## src/hdl/pkdd_pkg.sv

```systemverilog
// Package for the position keyed byte decipher: widths, codes, types and byte functions.
package pkdd_pkg;

  localparam int MAX_KEY_BYTES = 8;
  localparam int BYTE_W        = 8;
  localparam int KEY_W         = MAX_KEY_BYTES * BYTE_W;
  localparam int LEN_W         = 4;
  localparam int POS_W         = 3;
  localparam int ROT_W         = 3;
  localparam int CFG_IDX_W     = 2;

  localparam logic [LEN_W-1:0] MAX_LEN  = LEN_W'(MAX_KEY_BYTES);
  localparam logic [LEN_W-1:0] RST_LEN  = LEN_W'(8);
  localparam logic [7:0]       RST_SHIFT = 8'd47;
  localparam logic [ROT_W-1:0] RST_ROT  = ROT_W'(3);

  // Configuration register indexes
  typedef enum logic [CFG_IDX_W-1:0] {
    CFG_KEY_BYTES     = 2'd0,
    CFG_KEY_LENGTH    = 2'd1,
    CFG_SHIFT_AMOUNT  = 2'd2,
    CFG_ROTATE_AMOUNT = 2'd3
  } cfg_reg_t;

  // Phase selects the order of the three byte operations
  typedef enum logic [1:0] {
    PH_XSR = 2'd0,   // xor, subtract, rotate
    PH_RXS = 2'd1,   // rotate, xor, subtract
    PH_SRX = 2'd2    // subtract, rotate, xor
  } phase_t;

  typedef struct packed {
    logic [KEY_W-1:0]  key_bytes;
    logic [LEN_W-1:0]  key_length;
    logic [7:0]        shift_amount;
    logic [ROT_W-1:0]  rotate_amount;
  } cfg_t;

  // Contents of the input stage register
  typedef struct packed {
    logic [BYTE_W-1:0] data;
    logic              last;
    phase_t            phase;
    logic [BYTE_W-1:0] key;
  } stage_t;

  function automatic logic [7:0] rot_right8(input logic [7:0] v, input logic [ROT_W-1:0] n);
    logic [15:0] dbl;
    dbl = {v, v} >> n;
    return dbl[7:0];
  endfunction

  function automatic logic [7:0] sub_shift(input logic [7:0] v, input logic [7:0] s);
    return v - s;
  endfunction

endpackage

```

## src/hdl/position_keyed_byte_decipher_unit.sv

```systemverilog
// Top level of the position keyed byte decipher: two register stages around the transform.
//
//  channel | dir | handshake         | payload
//  --------+-----+-------------------+-------------------------------------------
//  in_     | in  | in_tvalid/tready  | in_tdata = cipher_byte, in_tlast = last_in
//  out_    | out | out_tvalid/tready | out_tdata = plain_byte, out_tlast = last_out
//  cfg_    | in  | cfg_valid/ready   | cfg_index = register, cfg_data = value
//
// One byte per cycle sustained while out_tready is high; each byte passes the input stage
// register, then the result register, on its way to the output.
// Reset (synchronous, rst_n low) empties both stages, zeroes phase and key position
// and loads the register defaults. A stalled output holds its result while the
// input stage still takes one more byte; configuration writes are always ready.
module position_keyed_byte_decipher_unit (
  input  logic                           clk,
  input  logic                           rst_n,
  input  logic                           in_tvalid,
  output logic                           in_tready,
  input  logic [7:0]                     in_tdata,   // [7:0] cipher_byte
  input  logic                           in_tlast,
  output logic                           out_tvalid,
  input  logic                           out_tready,
  output logic [7:0]                     out_tdata,  // [7:0] plain_byte
  output logic                           out_tlast,
  input  logic                           cfg_valid,
  output logic                           cfg_ready,
  input  logic [pkdd_pkg::CFG_IDX_W-1:0] cfg_index,
  input  logic [pkdd_pkg::KEY_W-1:0]     cfg_data
);

  pkdd_pkg::cfg_t                  cfg;
  pkdd_pkg::phase_t                phase;
  logic [pkdd_pkg::POS_W-1:0]      pos;
  logic [pkdd_pkg::BYTE_W-1:0]     key;
  logic [pkdd_pkg::BYTE_W-1:0]     plain;
  logic                            in_xfer;
  logic                            out_free;
  logic                            s1_move;

  pkdd_pkg::stage_t                s1_r;
  logic                            s1_v_r, s1_v_nxt;
  logic                            out_v_r, out_v_nxt;
  logic [pkdd_pkg::BYTE_W-1:0]     out_data_r;
  logic                            out_last_r;

  assign cfg_ready = 1'b1;

  pkdd_cfg_regs u_cfg (
    .clk       (clk),
    .rst_n     (rst_n),
    .cfg_valid (cfg_valid),
    .cfg_index (cfg_index),
    .cfg_data  (cfg_data),
    .cfg       (cfg)
  );

  pkdd_seq u_seq (
    .clk     (clk),
    .rst_n   (rst_n),
    .advance (in_xfer),
    .last    (in_tlast),
    .cfg     (cfg),
    .phase   (phase),
    .pos     (pos),
    .key     (key)
  );

  pkdd_xform u_xform (
    .stage         (s1_r),
    .shift_amount  (cfg.shift_amount),
    .rotate_amount (cfg.rotate_amount),
    .plain         (plain)
  );

  // Handshake between the two stages
  assign out_free  = !out_v_r || out_tready;
  assign s1_move   = s1_v_r && out_free;
  assign in_tready = !s1_v_r || out_free;
  assign in_xfer   = in_tvalid && in_tready;

  always_comb begin
    s1_v_nxt  = in_xfer || (s1_v_r && !out_free);
    out_v_nxt = s1_move || (out_v_r && !out_tready);
  end

  // Valid bits
  always_ff @(posedge clk) begin
    if (!rst_n) begin
      s1_v_r  <= 1'b0;
      out_v_r <= 1'b0;
    end else begin
      s1_v_r  <= s1_v_nxt;
      out_v_r <= out_v_nxt;
    end
  end

  // Capture the input byte with its phase and key byte
  always_ff @(posedge clk) begin
    if (in_xfer) begin
      s1_r.data  <= in_tdata;
      s1_r.last  <= in_tlast;
      s1_r.phase <= phase;
      s1_r.key   <= key;
    end
  end

  // Load the result register
  always_ff @(posedge clk) begin
    if (s1_move) begin
      out_data_r <= plain;
      out_last_r <= s1_r.last;
    end
  end

  assign out_tvalid = out_v_r;
  assign out_tdata  = out_data_r;
  assign out_tlast  = out_last_r;

  // A last byte restarts both counters
  a_last_restart: assert property (@(posedge clk) disable iff (!rst_n)
    in_xfer && in_tlast |=> phase == pkdd_pkg::PH_XSR && pos == '0)
    else $error("counters not restarted after last byte");

  // The input stage keeps its byte while the result register is blocked
  a_s1_hold: assert property (@(posedge clk) disable iff (!rst_n)
    s1_v_r && !out_free |=> s1_v_r && $stable(s1_r))
    else $error("input stage lost a byte under stall");

  // Input is refused only when both stages are full and the output stalls
  a_ready_full: assert property (@(posedge clk) disable iff (!rst_n)
    !in_tready |-> s1_v_r && out_v_r && !out_tready)
    else $error("input refused with free room");

  // A byte moving forward always lands in the result register
  a_move_lands: assert property (@(posedge clk) disable iff (!rst_n)
    s1_move |=> out_v_r && out_tlast == $past(s1_r.last))
    else $error("stage transfer lost");

endmodule

```

## src/hdl/pkdd_cfg_regs.sv

```systemverilog
// Configuration registers of the decipher, written through the configuration channel.
module pkdd_cfg_regs (
  input  logic                           clk,
  input  logic                           rst_n,
  input  logic                           cfg_valid,
  input  logic [pkdd_pkg::CFG_IDX_W-1:0] cfg_index,
  input  logic [pkdd_pkg::KEY_W-1:0]     cfg_data,
  output pkdd_pkg::cfg_t                 cfg
);

  pkdd_pkg::cfg_t cfg_r;
  pkdd_pkg::cfg_t cfg_nxt;

  // Decode the register index of a write transfer
  always_comb begin
    cfg_nxt = cfg_r;
    if (cfg_valid) begin
      unique case (pkdd_pkg::cfg_reg_t'(cfg_index))
        pkdd_pkg::CFG_KEY_BYTES:     cfg_nxt.key_bytes = cfg_data;
        pkdd_pkg::CFG_KEY_LENGTH:    cfg_nxt.key_length = cfg_data[pkdd_pkg::LEN_W-1:0];
        pkdd_pkg::CFG_SHIFT_AMOUNT:  cfg_nxt.shift_amount = cfg_data[7:0];
        pkdd_pkg::CFG_ROTATE_AMOUNT: cfg_nxt.rotate_amount = cfg_data[pkdd_pkg::ROT_W-1:0];
        default: cfg_nxt = cfg_r;
      endcase
    end
  end

  always_ff @(posedge clk) begin
    if (!rst_n) begin
      cfg_r.key_bytes     <= '0;
      cfg_r.key_length    <= pkdd_pkg::RST_LEN;
      cfg_r.shift_amount  <= pkdd_pkg::RST_SHIFT;
      cfg_r.rotate_amount <= pkdd_pkg::RST_ROT;
    end else begin
      cfg_r <= cfg_nxt;
    end
  end

  assign cfg = cfg_r;

endmodule

```

## src/hdl/pkdd_seq.sv

```systemverilog
// Phase and key position counters, and key byte selection for the current position.
module pkdd_seq (
  input  logic                        clk,
  input  logic                        rst_n,
  input  logic                        advance,
  input  logic                        last,
  input  pkdd_pkg::cfg_t              cfg,
  output pkdd_pkg::phase_t            phase,
  output logic [pkdd_pkg::POS_W-1:0]  pos,
  output logic [pkdd_pkg::BYTE_W-1:0] key
);

  pkdd_pkg::phase_t                phase_r, phase_nxt;
  logic [pkdd_pkg::POS_W-1:0]      pos_r, pos_nxt;
  logic [pkdd_pkg::LEN_W-1:0]      len_eff;
  logic [pkdd_pkg::LEN_W-1:0]      pos_inc;

  // Clamp key length into one through the key register size
  always_comb begin
    priority if (cfg.key_length == '0) begin
      len_eff = pkdd_pkg::LEN_W'(1);
    end else if (cfg.key_length > pkdd_pkg::MAX_LEN) begin
      len_eff = pkdd_pkg::MAX_LEN;
    end else begin
      len_eff = cfg.key_length;
    end
  end

  // Advance both counters on each input transfer, restart after a last byte
  always_comb begin
    pos_inc   = {1'b0, pos_r} + pkdd_pkg::LEN_W'(1);
    phase_nxt = phase_r;
    pos_nxt   = pos_r;
    if (advance) begin
      if (last) begin
        phase_nxt = pkdd_pkg::PH_XSR;
        pos_nxt   = '0;
      end else begin
        unique case (phase_r)
          pkdd_pkg::PH_XSR: phase_nxt = pkdd_pkg::PH_RXS;
          pkdd_pkg::PH_RXS: phase_nxt = pkdd_pkg::PH_SRX;
          default:          phase_nxt = pkdd_pkg::PH_XSR;
        endcase
        pos_nxt = (pos_inc >= len_eff) ? '0 : pos_inc[pkdd_pkg::POS_W-1:0];
      end
    end
  end

  always_ff @(posedge clk) begin
    if (!rst_n) begin
      phase_r <= pkdd_pkg::PH_XSR;
      pos_r   <= '0;
    end else begin
      phase_r <= phase_nxt;
      pos_r   <= pos_nxt;
    end
  end

  assign phase = phase_r;
  assign pos   = pos_r;
  assign key   = cfg.key_bytes[{pos_r, 3'b000} +: pkdd_pkg::BYTE_W];

endmodule

```

## src/hdl/pkdd_xform.sv

```systemverilog
// Byte transform: xor, subtract and rotate in the order set by the phase.
module pkdd_xform (
  input  pkdd_pkg::stage_t            stage,
  input  logic [7:0]                  shift_amount,
  input  logic [pkdd_pkg::ROT_W-1:0]  rotate_amount,
  output logic [pkdd_pkg::BYTE_W-1:0] plain
);

  always_comb begin
    unique case (stage.phase)
      pkdd_pkg::PH_RXS: begin
        plain = pkdd_pkg::sub_shift(
                  pkdd_pkg::rot_right8(stage.data, rotate_amount) ^ stage.key, shift_amount);
      end
      pkdd_pkg::PH_SRX: begin
        plain = pkdd_pkg::rot_right8(pkdd_pkg::sub_shift(stage.data, shift_amount),
                                     rotate_amount) ^ stage.key;
      end
      default: begin
        plain = pkdd_pkg::rot_right8(pkdd_pkg::sub_shift(stage.data ^ stage.key, shift_amount),
                                     rotate_amount);
      end
    endcase
  end

endmodule
```

## config.mk

```make
export PLATFORM = sky130hd
export DESIGN_NAME = position_keyed_byte_decipher_unit
export DESIGN_NICKNAME = d
export VERILOG_FILES = /design/src/hdl/pkdd_pkg.sv /design/src/hdl/position_keyed_byte_decipher_unit.sv /design/src/hdl/pkdd_cfg_regs.sv /design/src/hdl/pkdd_seq.sv /design/src/hdl/pkdd_xform.sv
export SDC_FILE = /design/constraint.sdc
export NUM_CORES = 1
export LEC_CHECK = 0
export BUFFER_PORTS_ARGS = -buffer_cell sky130_fd_sc_hd__buf_2
export CORE_UTILIZATION = 55
export DETAILED_ROUTE_END_ITERATION = 16
export PLACE_DENSITY = 0.79
export SKIP_CTS_REPAIR_TIMING = 1
export SYNTH_ARGS = -nofsm -noshare
export SYNTH_HDL_FRONTEND = slang
export SYNTH_HIERARCHICAL = 1
export SYNTH_SLANG_ARGS = --single-unit
```

## constraint.sdc

```tcl
create_clock -name clk -period 7.1 [get_ports clk]
set_input_delay 0.355 -clock clk [delete_from_list [all_inputs] [get_ports clk]]
set_output_delay 0.355 -clock clk [all_outputs]
set_load 0.1 [all_outputs]
```

Word level (Yosys, flattened, before mapping)
Index checks and enable logic that the tools add are counted.
Storage, ports and cells
  bits in registers: 114
  input bits: 80
  output and inout bits: 12
  word-level logic and storage cells: 59
Cells by class
  $add $sub $neg: 4
  order comparisons: 2
  equality and inequality tests: 6
  shifts and indexed selects: 4
  mux-type cells: 7
  bitwise operators: 3
  reductions and logical operators: 19
Operators with widths (number)
  variable part select 64 x 7 -> 8 bit: 1
  right shift 16 x 3 -> 8 bit: 3
  subtractor 8 bit: 3
  bitwise XOR 8 bit: 3
  case mux 8 bit (2 select lines): 1
  two-way mux 4 bit: 2
  AND reduction 2 bit: 4
  equality test 2 x 1 -> 1 bit (second input constant): 3
  equality test 2 bit (second input constant): 3
  two-way mux 3 bit: 2
  adder 3 x 1 -> 4 bit (second input constant): 1
  >= comparator 4 bit: 1
  > comparator 4 bit (second input constant): 1
  logical AND 1 bit: 4
  zero test 1 bit: 4
  zero test 2 bit: 2
  zero test 4 bit: 1
  logical OR 1 bit: 4
  case mux 2 bit (2 select lines): 1
  two-way mux 2 bit: 1

Longest topological paths before layout
  depth in word-level cells: 6
  mapped depth: 16
  depth with buffers taken out: 13

Hierarchy
Netlist, hierarchy kept.
By module, submodules not included
  pkdd_cfg_regs: times used 1, cells each 334, area each 3190.6 um2, seq. area each 1581.5 um2
  pkdd_xform: times used 1, cells each 328, area each 2568.7 um2, seq. area each 0.0 um2
  position_keyed_byte_decipher_unit: times used 1, cells each 39, area each 955.9 um2, seq. area each 880.8 um2
  pkdd_seq: times used 1, cells each 68, area each 879.6 um2, seq. area each 100.1 um2

Worst setup path after synthesis
No wires, ideal clock.
  path type: register to register
  start point: register u_cfg/cfg[1] (netlist name)
  end point: register out_data_r, in the netlist out_tdata[6] (data pin)
  library setup time: 0.274 ns
  arrival time: 3.537 ns
  required time: 6.826 ns
  slack: 3.289 ns
  stages on the path, launching flop included: 17
  buffers on the path: 3
  clock period less this slack: 3.811 ns
  cells stage by stage: dfxtp_1 -> clkbuf_1 -> clkbuf_1 -> buf_1 -> mux4_2 -> mux2i_1 -> xor2_1 -> ha_1 -> fa_1 -> nor2b_1 -> o21a_1 -> o21ai_0 -> nand2b_1 -> a21oi_1 -> xnor2_1 -> a2111oi_0 -> a31oi_1
On the way
  word-level cells in the longest chain between the ends: 4
  elaborated cells on any way between the ends: 7
  those cells by class: 1 x add/sub; 3 x shift; 1 x mux; 2 x bitwise
RTL lines
  right shift 16 x 3 -> 8 bit: RTL line pkdd_pkg.sv:49  | dbl = {v, v} >> n;
  bitwise XOR 8 bit: RTL line pkdd_xform.sv:13  | pkdd_pkg::rot_right8(stage.data, rotate_amount) ^ stage.key, shift_amount);
  subtractor 8 bit: RTL line pkdd_pkg.sv:54  | return v - s;
  case mux 8 bit (2 select lines) *: RTL line pkdd_xform.sv:10  | unique case (stage.phase)
  via plain, one bit: RTL line position_keyed_byte_decipher_unit.sv:35  | logic [pkdd_pkg::BYTE_W-1:0] plain;
  end signal: assignment: RTL line position_keyed_byte_decipher_unit.sv:110  | out_data_r <= plain;
  end: declaration: RTL line position_keyed_byte_decipher_unit.sv:43  | logic [pkdd_pkg::BYTE_W-1:0] out_data_r;
Mark *: on every way through the listed nets, which the timed path passes. The rest lies on a longest branch.
A chain may end at the register's enable or synchronous reset.

Worst setup path after layout
  start point: register u_cfg/cfg[2] (netlist name)
  end point: register out_data_r, in the netlist out_tdata[6] (data pin)
On the way
  word-level cells in the longest chain between the ends: 4
  elaborated cells on any way between the ends: 7
  those cells by class: 1 x add/sub; 3 x shift; 1 x mux; 2 x bitwise
RTL lines (RTL line)
  right shift 16 x 3 -> 8 bit: pkdd_pkg.sv:49
  bitwise XOR 8 bit: pkdd_xform.sv:13
  subtractor 8 bit: pkdd_pkg.sv:54
  case mux 8 bit (2 select lines) *: pkdd_xform.sv:10
  via plain, one bit: position_keyed_byte_decipher_unit.sv:35
Marked as above.

==> metrics <==
worst path cell trace=buf_4 > inv_1 > mux2i_1 > xor2_1 > ha_1 > fa_1 > nor2b_1 > o21a_1 > o21ai_0 > nand2b_1 > a21oi_1 > xnor2_1 > a2111oi_0 > a31oi_1; clock power share=0.410; aggregate negative setup slack=0 ns; Routability Congestion=0.931; Hold Path Class=primary input to flip-flop; critical path capture point type=flip-flop; Via Count=6034; Worst-path clk slew=0.06 ns; slowest stage delay, CP=0.64 ns; Hold EP=s1_r[18]; Post-Route WL=17600 µm; outcome=finished, final reports clean; clk_skew=0.00780 ns; RSZ-0062 raised after global routing=false; min-delay src=in_tdata[7]; RR Startpoint=u_cfg/cfg[2]; initial antenna violation count=1; register-to-register setup slack=3.34 ns; clock period minus worst slack=3.76 ns; Ys Warns=6; post-DP HPWL=12400 µm; RR Endpoint=out_tdata[6]; Detailed Route Iter0 Violations=632; Max-Cap Viols=0; Fmax achieved=266 MHz; Worst-Margin Slew=1.07 ns; Sw Share=0.302; Layout Cells excl Fill=1023; Vias/cell=5.90; Worst Path Buf+Inv=2; Setup violations, final=0; ant diodes=0; synthesized cell area=7590 µm²; DRC Markers=0; Final ANT Viol Nets=0; Startpoint Class=flip-flop; I/O pin total=92; Main synth FF type=dfxtp_1; total congestion overflow=0; Crit Path Max Fanout=33; Crit Path Category=flip-flop to flip-flop; Num CTS Buffers=17; Die Y-Extent=120 µm; Arr. time, crit path=3.89 ns; Initial Utilization=0.569; Critical Path RT=7.23 ns; Worst Reg-to-Reg Cells=14; crit path max-delay cell type=inv_1; CTS tree=built; H-tree Lvls=4; post-synth top area share=0.227; vias in the first global route=5604; Clk Latency, worst-skew pair=0.42 ns; P_sw=0.595 mW; nets=947; placed cell count=991; P&R area growth vs syn=12.8%; CTS Buffer Depth=2; combinational power share=0.222; most common cell after layout, fill and taps aside=nand2_1; largest net degree at the start of global routing=82; final worst path period share=0.530; Max Slew Vio Count=0; design area=8560 µm²; share of layout cells above drive strength 1=0.210; Peak VDD IR=0.000153 V; routed wire length per instance=17.2 µm; die area=14300 µm²; CTS Root Cell=clkbuf_16; Placed Area=7990 µm²; Worst path top cell family by delay=compound AO/OA/AOI/OAI gates; pwr/cell area=230 nW/µm²; Syn Area/Cell=9.88 µm²; leading area contributor after synthesis=dfxtp_1; Gate Count Post-Synth=769; most frequent cells in the layout=nand2_1 (151), mux2i_1 (98), buf_2 (89); # rows=42; Synth area leaders=dfxtp_1 (23%), mux2i_1 (13%), edfxtp_1 (11%), nand2_1 (7.5%), mux4_2 (6.5%); core area=13300 µm²; first-pass GRT wire length=28100 µm; Synthesized Nets=882; IO buf count=90; Die X=120 µm; FF+latch count, synth=114; sequential power share=0.368; Sink Count=114; Pint=1.37 mW; post-synth cell types=71; Post-synth EDFFs=28; drt pass-1 iters=5; Post-synth ARST share=0; final hold violation count=0; Seq/Total Area, Yosys=0.337; GRT Total Usage=0.254; P_leak=3.55 nW; Cells on Worst Hold Path=1; max_slew headroom=0.287
[power by group through the flow]
| stage | logic [mW] | clock network [mW] | registers (mW) |
|---|---|---|---|
| after floorplan | 0.300 | 0 | 0.764 |
| after global placement | 0.422 | 0 | 0.735 |
| after detailed placement | 0.426 | 0 | 0.737 |
| after CTS | 0.430 | 0.819 | 0.723 |
| after global routing | 0.471 | 0.847 | 0.726 |
| final | 0.438 | 0.807 | 0.723 |
[per-layer routing]
metal | vias to the layer above | GRT usage | part of all wire
met3 | 58 | 0.0613 | 0.072
li1 | 2911 | - | -
met4 | 2 | 0.117 | 0.034
met2 | 253 | 0.404 | 0.47
met5 | - | 0 | 0.00057
met1 | 2810 | 0.326 | 0.43
[worst max-delay path by stage]
stage                     cells past startpoint  slack, ns            to          from
after floorplan                              16       3.29  out_tdata[6]  u_cfg/cfg[1]
after global placement                       14       3.58  out_tdata[6]  u_cfg/cfg[2]
after detailed placement                     14       3.48  out_tdata[6]  u_cfg/cfg[2]
after CTS                                    14       3.46  out_tdata[6]  u_cfg/cfg[2]
after global routing                         14       3.02  out_tdata[6]  u_cfg/cfg[2]
final                                        14       3.34  out_tdata[6]  u_cfg/cfg[2]
[sequential cells by signal, indices dropped and copies added, names as in the netlist]
register	flops
u_seq/pos	3
u_seq/phase	2
s1_v_r	1
s1_r	19
u_cfg/cfg	79
out_tvalid	1
out_tlast	1
out_tdata	8
[area by class of cell]
| cell class | count | area [µm²] |
|---|---|---|
| repair buffers | 97 | 505 |
| clock buffers | 18 | 439 |
| clock inverters | 14 | 133 |
| fillers | 1075 | 4780 |
| multi-input cells | 579 | 4610 |
| well taps | 176 | 220 |
| flip-flops and latches | 114 | 2560 |
| inverters | 25 | 93.8 |
[cells in the mapped netlist, types with 16 or more instances]
cell type,count
nand2_1,151
mux2i_1,98
dfxtp_1,86
nor2_1,33
ha_1,30
clkbuf_1,29
edfxtp_1,28
inv_1,24
mux4_2,22
a21oi_1,21
o21ai_0,20
nor2b_1,18
xnor2_1,16
xor2_1,16
[worst register-to-register path: stages (launching register included)]
cell and delay [ns]:
dfxtp_1 0.29, buf_4 0.24, inv_1 0.64, mux2i_1 0.33, xor2_1 0.22, ha_1 0.20, fa_1 0.21, nor2b_1 0.07
o21a_1 0.17, o21ai_0 0.22, nand2b_1 0.08, a21oi_1 0.18, xnor2_1 0.09, a2111oi_0 0.42, a31oi_1 0.09
[per-stage QoR]
stage / hold WS, ns / total power [mW] / utilization / setup slack [ns]
2_1_floorplan: 0.400 / 1.06 / - / 3.29
4_1_cts: 0.0995 / 1.97 / 0.642 / 3.46
6_report: 0.112 / 1.97 / 0.642 / 3.34
3_5_place_dp: 0.421 / 1.16 / 0.599 / 3.48
3_3_place_gp: 0.402 / 1.16 / 0.599 / 3.58
5_1_grt: 0.0991 / 2.04 / 0.642 / 3.02
[cell families (layout without fill, tap and decap cells)]
group                      count (synthesis)  after routing  synth area share
AOI/OAI and AO/OA                        111            111             0.104
xor gates and xnor gates                  32             32            0.0369
adders and majority gates                 33             33            0.0573
buffers and inverters                     76            154            0.0570
DFF                                      114            114             0.337
muxes                                    141            141             0.249
other                                      1              1          0.000494
and+or+nand+nor                          261            261             0.158
(Power assumes the default switching activity.)
